File: config.mk
export PLATFORM = sky130hd
export DESIGN_NAME = periodic_tick_slot_scheduler
export DESIGN_NICKNAME = d
export VERILOG_FILES = /design/src/hdl/pts_pkg.sv /design/src/hdl/pts_rem.sv /design/src/hdl/pts_ctrl.sv /design/src/hdl/pts_dp.sv /design/src/hdl/periodic_tick_slot_scheduler.sv
export VERILOG_INCLUDE_DIRS = /design/src /design/src/hdl
export SDC_FILE = /design/constraint.sdc
export NUM_CORES = 2
export LEC_CHECK = 0
export BUFFER_PORTS_ARGS = -buffer_cell sky130_fd_sc_hd__buf_2
export CORE_ASPECT_RATIO = 1.2
export CORE_UTILIZATION = 55
export DETAILED_ROUTE_END_ITERATION = 6
export PLACE_DENSITY_LB_ADDON = 0.12
export REMOVE_ABC_BUFFERS = 1
export SLEW_MARGIN = 10
export SYNTH_ARGS = -nofsm -noshare
export SYNTH_HDL_FRONTEND = slang
export SYNTH_SLANG_ARGS = --single-unit
File: constraint.sdc
create_clock -name clk -period 7.15 [get_ports clk]
set_input_delay 0 -clock clk [delete_from_list [all_inputs] [get_ports clk]]
set_output_delay 0 -clock clk [all_outputs]
set_load 0.01 [all_outputs]
File: src/hdl/periodic_tick_slot_scheduler_macros.svh
// Assertion helpers shared by the scheduler modules.
// Each macro expects signals named clk and rst_n in the scope where it is used.
`ifndef PERIODIC_TICK_SLOT_SCHEDULER_MACROS_SVH
`define PERIODIC_TICK_SLOT_SCHEDULER_MACROS_SVH

// Consequent must hold in the same cycle as the antecedent.
`define PTS_ASSERT_NOW(lbl, ante, cons, msg) \
  lbl: assert property (@(posedge clk) disable iff (!rst_n) (ante) |-> (cons)) \
    else $error(msg);

// Consequent must hold in the cycle after the antecedent.
`define PTS_ASSERT_NEXT(lbl, ante, cons, msg) \
  lbl: assert property (@(posedge clk) disable iff (!rst_n) (ante) |=> (cons)) \
    else $error(msg);

`endif

File: src/hdl/pts_pkg.sv
`default_nettype none

package pts_pkg;

  localparam int SLOTS_DEF = 64;
  localparam int MASK_W    = 64;
  localparam int TICK_W    = 32;
  localparam int MULT_W    = 16;
  localparam int SCALE_W   = 16;
  localparam int SLOT_W    = 6;
  localparam int OP_W      = 2;
  localparam int APB_AW    = 3;
  localparam int APB_DW    = 32;

  localparam logic [SCALE_W-1:0] SCALE_RST = 16'd1;

  // Register index, taken from paddr[2].
  localparam logic REG_PERIOD_SCALE = 1'b0;

  typedef enum logic [OP_W-1:0] {
    OP_TICK      = 2'd0,
    OP_INSTALL   = 2'd1,
    OP_UNINSTALL = 2'd2
  } op_t;

  typedef enum logic [2:0] {
    S_IDLE,
    S_SCAN,
    S_MUL,
    S_CHK,
    S_DIV,
    S_FIN
  } state_t;

  typedef struct packed {
    logic accept;
    logic rd_en;
    logic mul_en;
    logic div_start;
    logic fire_chk;
    logic slot_done;
    logic load_out;
  } cmd_t;

  typedef struct packed {
    logic item_tick;
    logic scan_more;
    logic prod_zero;
    logic div_done;
  } sts_t;

endpackage

`default_nettype wire

File: src/hdl/pts_rem.sv
`default_nettype none

module pts_rem
  import pts_pkg::*;
(
  input  wire logic              clk,
  input  wire logic              rst_n,
  input  wire logic              start,
  input  wire logic [TICK_W-1:0] dividend,
  input  wire logic [TICK_W-1:0] divisor,
  output logic                   done,
  output logic                   rem_zero
);

  localparam int STEP_W = $clog2(TICK_W);

  logic              busy_r;
  logic              done_r;
  logic [STEP_W-1:0] step_r;
  logic [TICK_W-1:0] rem_r;
  logic [TICK_W-1:0] dvd_r;
  logic [TICK_W-1:0] dsr_r;

  logic [TICK_W:0]   trial;
  logic [TICK_W-1:0] rem_nxt;

  // Restoring division, one quotient bit per cycle; only the remainder is kept.
  always_comb begin
    trial = {rem_r, dvd_r[TICK_W-1]};
    if (trial >= {1'b0, dsr_r}) begin
      rem_nxt = TICK_W'(trial - {1'b0, dsr_r});
    end else begin
      rem_nxt = trial[TICK_W-1:0];
    end
  end

  always_ff @(posedge clk) begin
    if (!rst_n) begin
      busy_r <= 1'b0;
      done_r <= 1'b0;
      step_r <= '0;
    end else begin
      done_r <= 1'b0;
      if (start) begin
        busy_r <= 1'b1;
        step_r <= '0;
      end else if (busy_r) begin
        step_r <= step_r + 1'b1;
        if (step_r == STEP_W'(TICK_W - 1)) begin
          busy_r <= 1'b0;
          done_r <= 1'b1;
        end
      end
    end
  end

  always_ff @(posedge clk) begin
    if (start) begin
      rem_r <= '0;
      dvd_r <= dividend;
      dsr_r <= divisor;
    end else if (busy_r) begin
      rem_r <= rem_nxt;
      dvd_r <= {dvd_r[TICK_W-2:0], 1'b0};
    end
  end

  assign done     = done_r;
  assign rem_zero = (rem_r == '0);

endmodule

`default_nettype wire

File: src/hdl/pts_ctrl.sv
`default_nettype none

module pts_ctrl
  import pts_pkg::*;
(
  input  wire logic clk,
  input  wire logic rst_n,
  input  wire logic in_valid,
  output logic      in_ready,
  output logic      out_valid,
  input  wire logic out_ready,
  input  wire sts_t sts,
  output cmd_t      cmd
);

  state_t state_r;
  state_t state_nxt;
  logic   out_valid_r;
  logic   out_valid_nxt;
  logic   out_free;

  assign out_free = !out_valid_r || out_ready;

  always_comb begin
    state_nxt = state_r;
    case (state_r)
      S_IDLE: begin
        if (in_valid) begin
          state_nxt = sts.item_tick ? S_SCAN : S_FIN;
        end
      end
      S_SCAN: state_nxt = sts.scan_more ? S_MUL : S_FIN;
      S_MUL:  state_nxt = S_CHK;
      S_CHK:  state_nxt = sts.prod_zero ? S_SCAN : S_DIV;
      S_DIV: begin
        if (sts.div_done) begin
          state_nxt = S_SCAN;
        end
      end
      S_FIN: begin
        if (out_free) begin
          state_nxt = S_IDLE;
        end
      end
      default: state_nxt = S_IDLE;
    endcase
  end

  always_comb begin
    cmd      = '0;
    in_ready = 1'b0;
    case (state_r)
      S_IDLE: begin
        in_ready   = 1'b1;
        cmd.accept = in_valid;
      end
      S_SCAN: cmd.rd_en = sts.scan_more;
      S_MUL:  cmd.mul_en = 1'b1;
      S_CHK: begin
        cmd.div_start = !sts.prod_zero;
        cmd.slot_done = sts.prod_zero;
      end
      S_DIV: begin
        cmd.fire_chk  = sts.div_done;
        cmd.slot_done = sts.div_done;
      end
      S_FIN:  cmd.load_out = out_free;
      default: cmd = '0;
    endcase
  end

  always_comb begin
    out_valid_nxt = out_valid_r;
    if (cmd.load_out) begin
      out_valid_nxt = 1'b1;
    end else if (out_ready) begin
      out_valid_nxt = 1'b0;
    end
  end

  always_ff @(posedge clk) begin
    if (!rst_n) begin
      state_r     <= S_IDLE;
      out_valid_r <= 1'b0;
    end else begin
      state_r     <= state_nxt;
      out_valid_r <= out_valid_nxt;
    end
  end

  assign out_valid = out_valid_r;

`include "periodic_tick_slot_scheduler_macros.svh"

  `PTS_ASSERT_NOW(a_load_when_free, cmd.load_out, out_free, "result loaded over a pending beat")
  `PTS_ASSERT_NEXT(a_plain_item_fin, cmd.accept && !sts.item_tick, state_r == S_FIN,
                   "non-tick item did not go straight to finish")
  `PTS_ASSERT_NOW(a_valid_from_load, $rose(out_valid_r), $past(cmd.load_out),
                  "output valid rose without a load")

endmodule

`default_nettype wire

File: src/hdl/pts_dp.sv
`default_nettype none

module pts_dp
  import pts_pkg::*;
#(
  parameter int SLOTS = SLOTS_DEF
) (
  input  wire logic               clk,
  input  wire logic               rst_n,
  input  wire cmd_t               cmd,
  output sts_t                    sts,
  input  wire logic [OP_W-1:0]    in_opcode,
  input  wire logic [SLOT_W-1:0]  in_slot_index,
  input  wire logic [MULT_W-1:0]  in_period_multiplier,
  output logic [MASK_W-1:0]       out_fire_mask,
  output logic [TICK_W-1:0]       out_tick_count,
  output logic [SLOT_W-1:0]       out_assigned_slot,
  output logic                    out_status,
  input  wire logic               psel,
  input  wire logic               penable,
  input  wire logic               pwrite,
  input  wire logic [APB_AW-1:0]  paddr,
  input  wire logic [APB_DW-1:0]  pwdata,
  output logic [APB_DW-1:0]       prdata,
  output logic                    pready
);

  localparam int IDX_W = (SLOTS > 1) ? $clog2(SLOTS) : 1;
  localparam int CNT_W = $clog2(SLOTS + 1);

  logic [MULT_W-1:0]  slot_mem [SLOTS];
  logic [MULT_W-1:0]  rd_data_r;

  logic [SCALE_W-1:0] scale_r;
  logic [TICK_W-1:0]  cnt_r;
  logic [CNT_W-1:0]   slots_used_r;
  logic [CNT_W-1:0]   scan_r;
  logic [TICK_W-1:0]  prod_r;
  logic [MASK_W-1:0]  mask_r;
  logic [SLOT_W-1:0]  res_assigned_r;
  logic               res_status_r;

  logic               wr_en;
  logic [IDX_W-1:0]   wr_addr;
  logic [MULT_W-1:0]  wr_data;
  logic               tbl_full;
  logic               idx_ok;
  logic [SLOT_W-1:0]  fire_idx;
  logic               div_done;
  logic               rem_zero;

  // Configuration port.
  assign pready = 1'b1;
  assign prdata = (paddr[2] == REG_PERIOD_SCALE) ? APB_DW'(scale_r) : '0;

  always_ff @(posedge clk) begin
    if (!rst_n) begin
      scale_r <= SCALE_RST;
    end else if (psel && penable && pwrite && pready &&
                 (paddr[2] == REG_PERIOD_SCALE)) begin
      scale_r <= pwdata[SCALE_W-1:0];
    end
  end

  // Slot table write port: installs append, uninstalls clear an entry.
  assign tbl_full = (slots_used_r >= CNT_W'(SLOTS));
  assign idx_ok   = ({1'b0, in_slot_index} < (SLOT_W + 1)'(SLOTS));

  always_comb begin
    wr_en   = 1'b0;
    wr_addr = slots_used_r[IDX_W-1:0];
    wr_data = in_period_multiplier;
    if (cmd.accept) begin
      case (in_opcode)
        OP_INSTALL: wr_en = !tbl_full;
        OP_UNINSTALL: begin
          wr_en   = idx_ok;
          wr_addr = in_slot_index[IDX_W-1:0];
          wr_data = '0;
        end
        default: wr_en = 1'b0;
      endcase
    end
  end

  always_ff @(posedge clk) begin
    if (wr_en) begin
      slot_mem[wr_addr] <= wr_data;
    end
  end

  always_ff @(posedge clk) begin
    if (cmd.rd_en) begin
      rd_data_r <= slot_mem[scan_r[IDX_W-1:0]];
    end
  end

  always_ff @(posedge clk) begin
    if (cmd.mul_en) begin
      prod_r <= {{(TICK_W - SCALE_W){1'b0}}, scale_r} *
                {{(TICK_W - MULT_W){1'b0}}, rd_data_r};
    end
  end

  // Item bookkeeping.
  always_ff @(posedge clk) begin
    if (!rst_n) begin
      cnt_r        <= '0;
      slots_used_r <= '0;
    end else if (cmd.accept) begin
      if (in_opcode == OP_TICK) begin
        cnt_r <= cnt_r + 1'b1;
      end
      if ((in_opcode == OP_INSTALL) && !tbl_full) begin
        slots_used_r <= slots_used_r + 1'b1;
      end
    end
  end

  assign fire_idx = SLOT_W'(scan_r);

  always_ff @(posedge clk) begin
    if (cmd.accept) begin
      mask_r         <= '0;
      scan_r         <= '0;
      res_assigned_r <= '0;
      res_status_r   <= 1'b0;
      if (in_opcode == OP_INSTALL) begin
        res_status_r <= tbl_full;
        if (!tbl_full) begin
          res_assigned_r <= SLOT_W'(slots_used_r);
        end
      end
    end else begin
      if (cmd.fire_chk && rem_zero) begin
        mask_r[fire_idx] <= 1'b1;
      end
      if (cmd.slot_done) begin
        scan_r <= scan_r + 1'b1;
      end
    end
  end

  pts_rem u_rem (
    .clk      (clk),
    .rst_n    (rst_n),
    .start    (cmd.div_start),
    .dividend (cnt_r),
    .divisor  (prod_r),
    .done     (div_done),
    .rem_zero (rem_zero)
  );

  always_ff @(posedge clk) begin
    if (cmd.load_out) begin
      out_fire_mask     <= mask_r;
      out_tick_count    <= cnt_r;
      out_assigned_slot <= res_assigned_r;
      out_status        <= res_status_r;
    end
  end

  always_comb begin
    sts.item_tick = (in_opcode == OP_TICK);
    sts.scan_more = (scan_r < slots_used_r);
    sts.prod_zero = (prod_r == '0);
    sts.div_done  = div_done;
  end

`include "periodic_tick_slot_scheduler_macros.svh"

  `PTS_ASSERT_NOW(a_used_bound, 1'b1, slots_used_r <= CNT_W'(SLOTS),
                  "slot count ran past the table size")
  `PTS_ASSERT_NOW(a_read_in_use, cmd.rd_en, scan_r < slots_used_r,
                  "scan read a slot that was never installed")
  `PTS_ASSERT_NOW(a_div_nonzero, cmd.div_start, prod_r != '0,
                  "remainder started with a zero period")

endmodule

`default_nettype wire

File: src/hdl/periodic_tick_slot_scheduler.sv
// Channel  Handshake                 Payload
// in       in_valid / in_ready       in_opcode, in_slot_index, in_period_multiplier
// out      out_valid / out_ready     out_fire_mask, out_tick_count, out_assigned_slot,
//                                    out_status
// cfg      psel, penable, pwrite     paddr, pwdata, prdata, pready (always high)
//
// Install, uninstall and unused opcodes go from accept straight to the finish state.
// For a tick, each installed slot reads the table and multiplies, then, unless its
// period is zero, runs a bit-serial remainder unit against the tick count.
// Reset is synchronous; the slot table needs no clearing pass.
// A new beat is accepted while the previous result still waits on out_ready.
`default_nettype none

module periodic_tick_slot_scheduler
  import pts_pkg::*;
#(
  parameter int SLOTS = SLOTS_DEF
) (
  input  wire logic              clk,
  input  wire logic              rst_n,
  input  wire logic              in_valid,
  output logic                   in_ready,
  input  wire logic [OP_W-1:0]   in_opcode,
  input  wire logic [SLOT_W-1:0] in_slot_index,
  input  wire logic [MULT_W-1:0] in_period_multiplier,
  output logic                   out_valid,
  input  wire logic              out_ready,
  output logic [MASK_W-1:0]      out_fire_mask,
  output logic [TICK_W-1:0]      out_tick_count,
  output logic [SLOT_W-1:0]      out_assigned_slot,
  output logic                   out_status,
  input  wire logic              psel,
  input  wire logic              penable,
  input  wire logic              pwrite,
  input  wire logic [APB_AW-1:0] paddr,
  input  wire logic [APB_DW-1:0] pwdata,
  output logic [APB_DW-1:0]      prdata,
  output logic                   pready
);

  cmd_t cmd;
  sts_t sts;

  pts_ctrl u_ctrl (
    .clk       (clk),
    .rst_n     (rst_n),
    .in_valid  (in_valid),
    .in_ready  (in_ready),
    .out_valid (out_valid),
    .out_ready (out_ready),
    .sts       (sts),
    .cmd       (cmd)
  );

  pts_dp #(
    .SLOTS (SLOTS)
  ) u_dp (
    .clk                  (clk),
    .rst_n                (rst_n),
    .cmd                  (cmd),
    .sts                  (sts),
    .in_opcode            (in_opcode),
    .in_slot_index        (in_slot_index),
    .in_period_multiplier (in_period_multiplier),
    .out_fire_mask        (out_fire_mask),
    .out_tick_count       (out_tick_count),
    .out_assigned_slot    (out_assigned_slot),
    .out_status           (out_status),
    .psel                 (psel),
    .penable              (penable),
    .pwrite               (pwrite),
    .paddr                (paddr),
    .pwdata               (pwdata),
    .prdata               (prdata),
    .pready               (pready)
  );

endmodule

`default_nettype wire

==> impl_metrics.json <==
{
  "synth_mux_area_share_pct": 0.491,
  "post-cts-setup-buffers": 0,
  "area.growth.synth_to_final_pct": 12.9,
  "peakVddDrop_v": 0.000229,
  "ys_seq_area_share_pct": 66.1,
  "grt_antenna_before_repair": 4,
  "tritoncts_clock_tree": "built",
  "tightestPinTransition_ps": 1140,
  "drt-pass1-iter-count": 5,
  "maxCapViolations": 0,
  "setup_total_negative_slack_ps": 0,
  "rsz_0062_raised_after_global_routing": "false",
  "final.fill_count": 8368,
  "initial_core_utilization_pct": 55.5,
  "timing_hold_violations_final": 0,
  "synth_xor_area_share_pct": 1.39,
  "timing.max_slew.rel_slack_pct": 23.9,
  "grt_start_max_net_pins": 95,
  "cp.required_ps": 7660,
  "arrival_ps": 7110,
  "core_area_sq_um": 111000,
  "num_vias": 38147,
  "chipHeight_microns": 369,
  "synth-edff-count": 1246,
  "setup.reg_to_reg.worst_slack_ps": 550,
  "clock_latency_reported_for_the_late_side_of_the_worst_skew_pair_ps": 790,
  "setup_slack_ps": 552,
  "synth-adder-area-share_pct": 9.39,
  "synth.yosys.warnings": 0,
  "max-clock-path-buffers": 3,
  "synth_compound_gate_area_share_pct": 11.3,
  "pre_cts_slack_ps": 634,
  "drc": 0,
  "fmaxAchievable_mhz": 152,
  "post_cts.resized_instances": 0,
  "dieWidth_microns": 308,
  "ff_latch_area_sq_um": 40800,
  "yosys.area_share.simple_pct": 7.90,
  "cp-end-kind": "flop",
  "portBuffers": 168,
  "global_route.usage.total_pct": 28.2,
  "place.gp.congestion": 0.859,
  "yosys.cell_types.count": 70,
  "synth_async_sr_flop_share_pct": 0,
  "yosys_most_used_dff": "edfxtp_1",
  "timing.clock.skew_ps": 32.3,
  "fp.dieArea_sq_um": 114000,
  "syn_area_sq_um": 61700,
  "fin_nets": 5074,
  "route.detailed.wl_per_inst_microns": 25.5,
  "top_cells_by_area_in_the_synthesized_netlist": "edfxtp_1, fa_1, dfxtp_1, a22oi_1, ha_1",
  "drt_iter0_drc": 3805,
  "htree_num_levels": 4,
  "layout.cell_area.non_filler_sq_um": 69600,
  "numCtsBuffers": 138,
  "pin_count": 204,
  "synth_largest_area_cell": "edfxtp_1",
  "drt_wl_total_microns": 160000,
  "hpwl_microns": 95100,
  "clock_tree.root_cell": "clkbuf_16",
  "largest_family_of_logic_cells_by_synthesized_area": "compound AO/OA/AOI/OAI gates",
  "synth_largest_type_area_fraction_pct": 60.6,
  "cts_sinks": 1415,
  "timing.final.max_slew_violations": 0,
  "synth.avg_cell_area_sq_um": 14.1,
  "power.density_nw_per_um2": 255,
  "finalCritPeriodShare_pct": 92.3,
  "detailed_place.area_sq_um": 64700,
  "grt_first_pass_wirelength_microns": 236000,
  "detail-route-antenna-nets": 0,
  "hold_path_class": "input port to flop",
  "cp_max_fo": 18,
  "path_class": "flop to flop",
  "number_of_global_route_vias_before_repair": 36776,
  "multi_input_comb_area_sq_um": 19000,
  "whs_ps": 54.3,
  "viasPerCell": 6.09,
  "final_layout_size_suffix_gt1_share_pct": 11.5,
  "critical_path_launch_point_type": "flop",
  "num_rows": 134,
  "outcome": "finished, final reports clean",
  "synth-seq-cells": 1415,
  "path_clk_slew_ps": 60,
  "static-leakage-power_nw": 24.9,
  "grt-ovfl-total": 0,
  "fin_crit_ps": 6600,
  "synthesized_instance_count": 4389,
  "setup_violations": 0
}
worst max-delay path, cell delays in order (launching register included):
cell and delay (ps):
dfxtp_1 890, nand2_1 180, fa_1 540, fa_1 510, fa_1 540, inv_1 60, fa_1 490, fa_1 490
inv_1 50, fa_1 470, inv_1 40, ha_1 350, inv_1 100, o21a_1 130, o21ai_0 110, a31oi_1 240
a31oi_1 200, a211o_1 350, a221o_1 340, a21oi_1 180, xnor2_1 80
Yosys cell counts, types with 24 or more instances:
master,instances
xor2_1,30
a211oi_1,24
a31oi_1,134
dfxtp_1,169
a22oi_1,269
nand2_1,334
nor2b_1,26
a22o_1,122
edfxtp_1,1246
fa_1,195
nand4_1,30
a21o_1,31
nor2_1,222
o21ai_0,50
xnor2_1,68
nand3_1,35
nor4_1,47
clkbuf_1,192
ha_1,151
and2_1,190
a21oi_1,138
buf_1,28
a221oi_1,123
mux2i_1,28
inv_1,288
layout make-up:
class	count	share of cell area, %
flip-flops and latches	1415	58.6
diodes	1	0.00359
repair buffers	363	3.72
inverters	289	1.56
well taps	1496	2.69
clock buffers	189	5.46
multi-input cells	2455	27.2
clock inverters	61	0.746
layer usage:
metal | vias to the layer above | global-route usage (%) | routed length [microns]
li1 | 16898 | - | -
met1 | 19521 | 37.5 | 64200
met2 | 1442 | 47.0 | 78500
met3 | 282 | 4.28 | 11200
met4 | 4 | 10.7 | 5740
met5 | - | 0 | 27
kinds of logic (layout without fill, tap and decap cells):
logic type      after synthesis  count (layout)
compound gates              971             971
xor+xnor                     98              98
other cells                   2              18
mux                          30              30
simple gates                993             993
buf+inv                     534             902
fa+ha+maj                   346             346
flops                      1415            1415
placed cells by master (no fill, tap or decap), types with 12 or more instances in the layout:
cell type / n
o21bai_1: 12
xnor2_1: 68
nor2b_1: 26
a22oi_1: 269
a31oi_1: 134
a211oi_1: 24
clkbuf_1: 40
nand3_1: 35
nor2_1: 217
inv_1: 288
buf_2: 168
nand2_1: 334
buf_4: 124
and2_1: 174
edfxtp_1: 1246
and2_2: 15
fa_1: 195
dfxtp_1: 168
a21o_1: 31
a21oi_1: 138
a21boi_0: 21
nand4_1: 30
o21ai_0: 50
conb_1: 17
dlygate4sd3_1: 60
a221oi_1: 123
clkinv_2: 19
clkbuf_16: 142
xor2_1: 30
nand2b_1: 16
nor4_1: 45
and3_1: 15
mux2i_1: 28
clkinv_1: 20
nor3_1: 18
ha_1: 151
a22o_1: 122
registers in the layout, summed over array words and instances, names as in the netlist, 6 cells and up:
signal and count:
u_dp.cnt_r 32, u_dp.mask_r 64, u_dp.out_assigned_slot 6, u_dp.out_fire_mask 64
u_dp.out_tick_count 32, u_dp.prod_r 32, u_dp.rd_data_r 16, u_dp.res_assigned_r 6
u_dp.scale_r 16, u_dp.scan_r 7, u_dp.slot_mem 1024, u_dp.slots_used_r 7
u_dp.u_rem.dsr_r 32, u_dp.u_rem.dvd_r 32, u_dp.u_rem.rem_r 32
repair_timing:
action                                  4_1_cts  5_1_grt
hold endpoints to repair                     61       64
hold buffers                                 59        1
endpoints found under the setup margin        0        0
metrics by stage:
stage / util (%) / cells / total power [mW]
after floorplan: - / 4159 / 10.4
after global placement: 58.2 / 5958 / 10.9
after detailed placement: 58.2 / 5958 / 10.9
after CTS: 62.6 / 6267 / 17.9
after global routing: 62.6 / 6268 / 18.3
final: 62.6 / 6269 / 17.8
final timing paths:
check | startpoint | endpoint | depth (start not counted)
worst min-delay path | in_opcode[1] | u_dp.cnt_r[1] | 6
worst max register to register | u_dp.scale_r[12] | u_dp.prod_r[31] | 20
worst max-delay path | u_dp.scale_r[12] | u_dp.prod_r[31] | 20
worst min register to register | u_dp.res_assigned_r[1] | u_dp.out_assigned_slot[1] | 0
where the power goes:
| part | leakage [nW] | internal [mW] | switching [mW] |
|---|---|---|---|
| sequential | 12.6 | 9.26 | 0.116 |
| combinational | 10.1 | 0.462 | 0.921 |
| clock | 2.10 | 3.90 | 3.13 |
No activity file was read; power rests on OpenSTA's default activity.
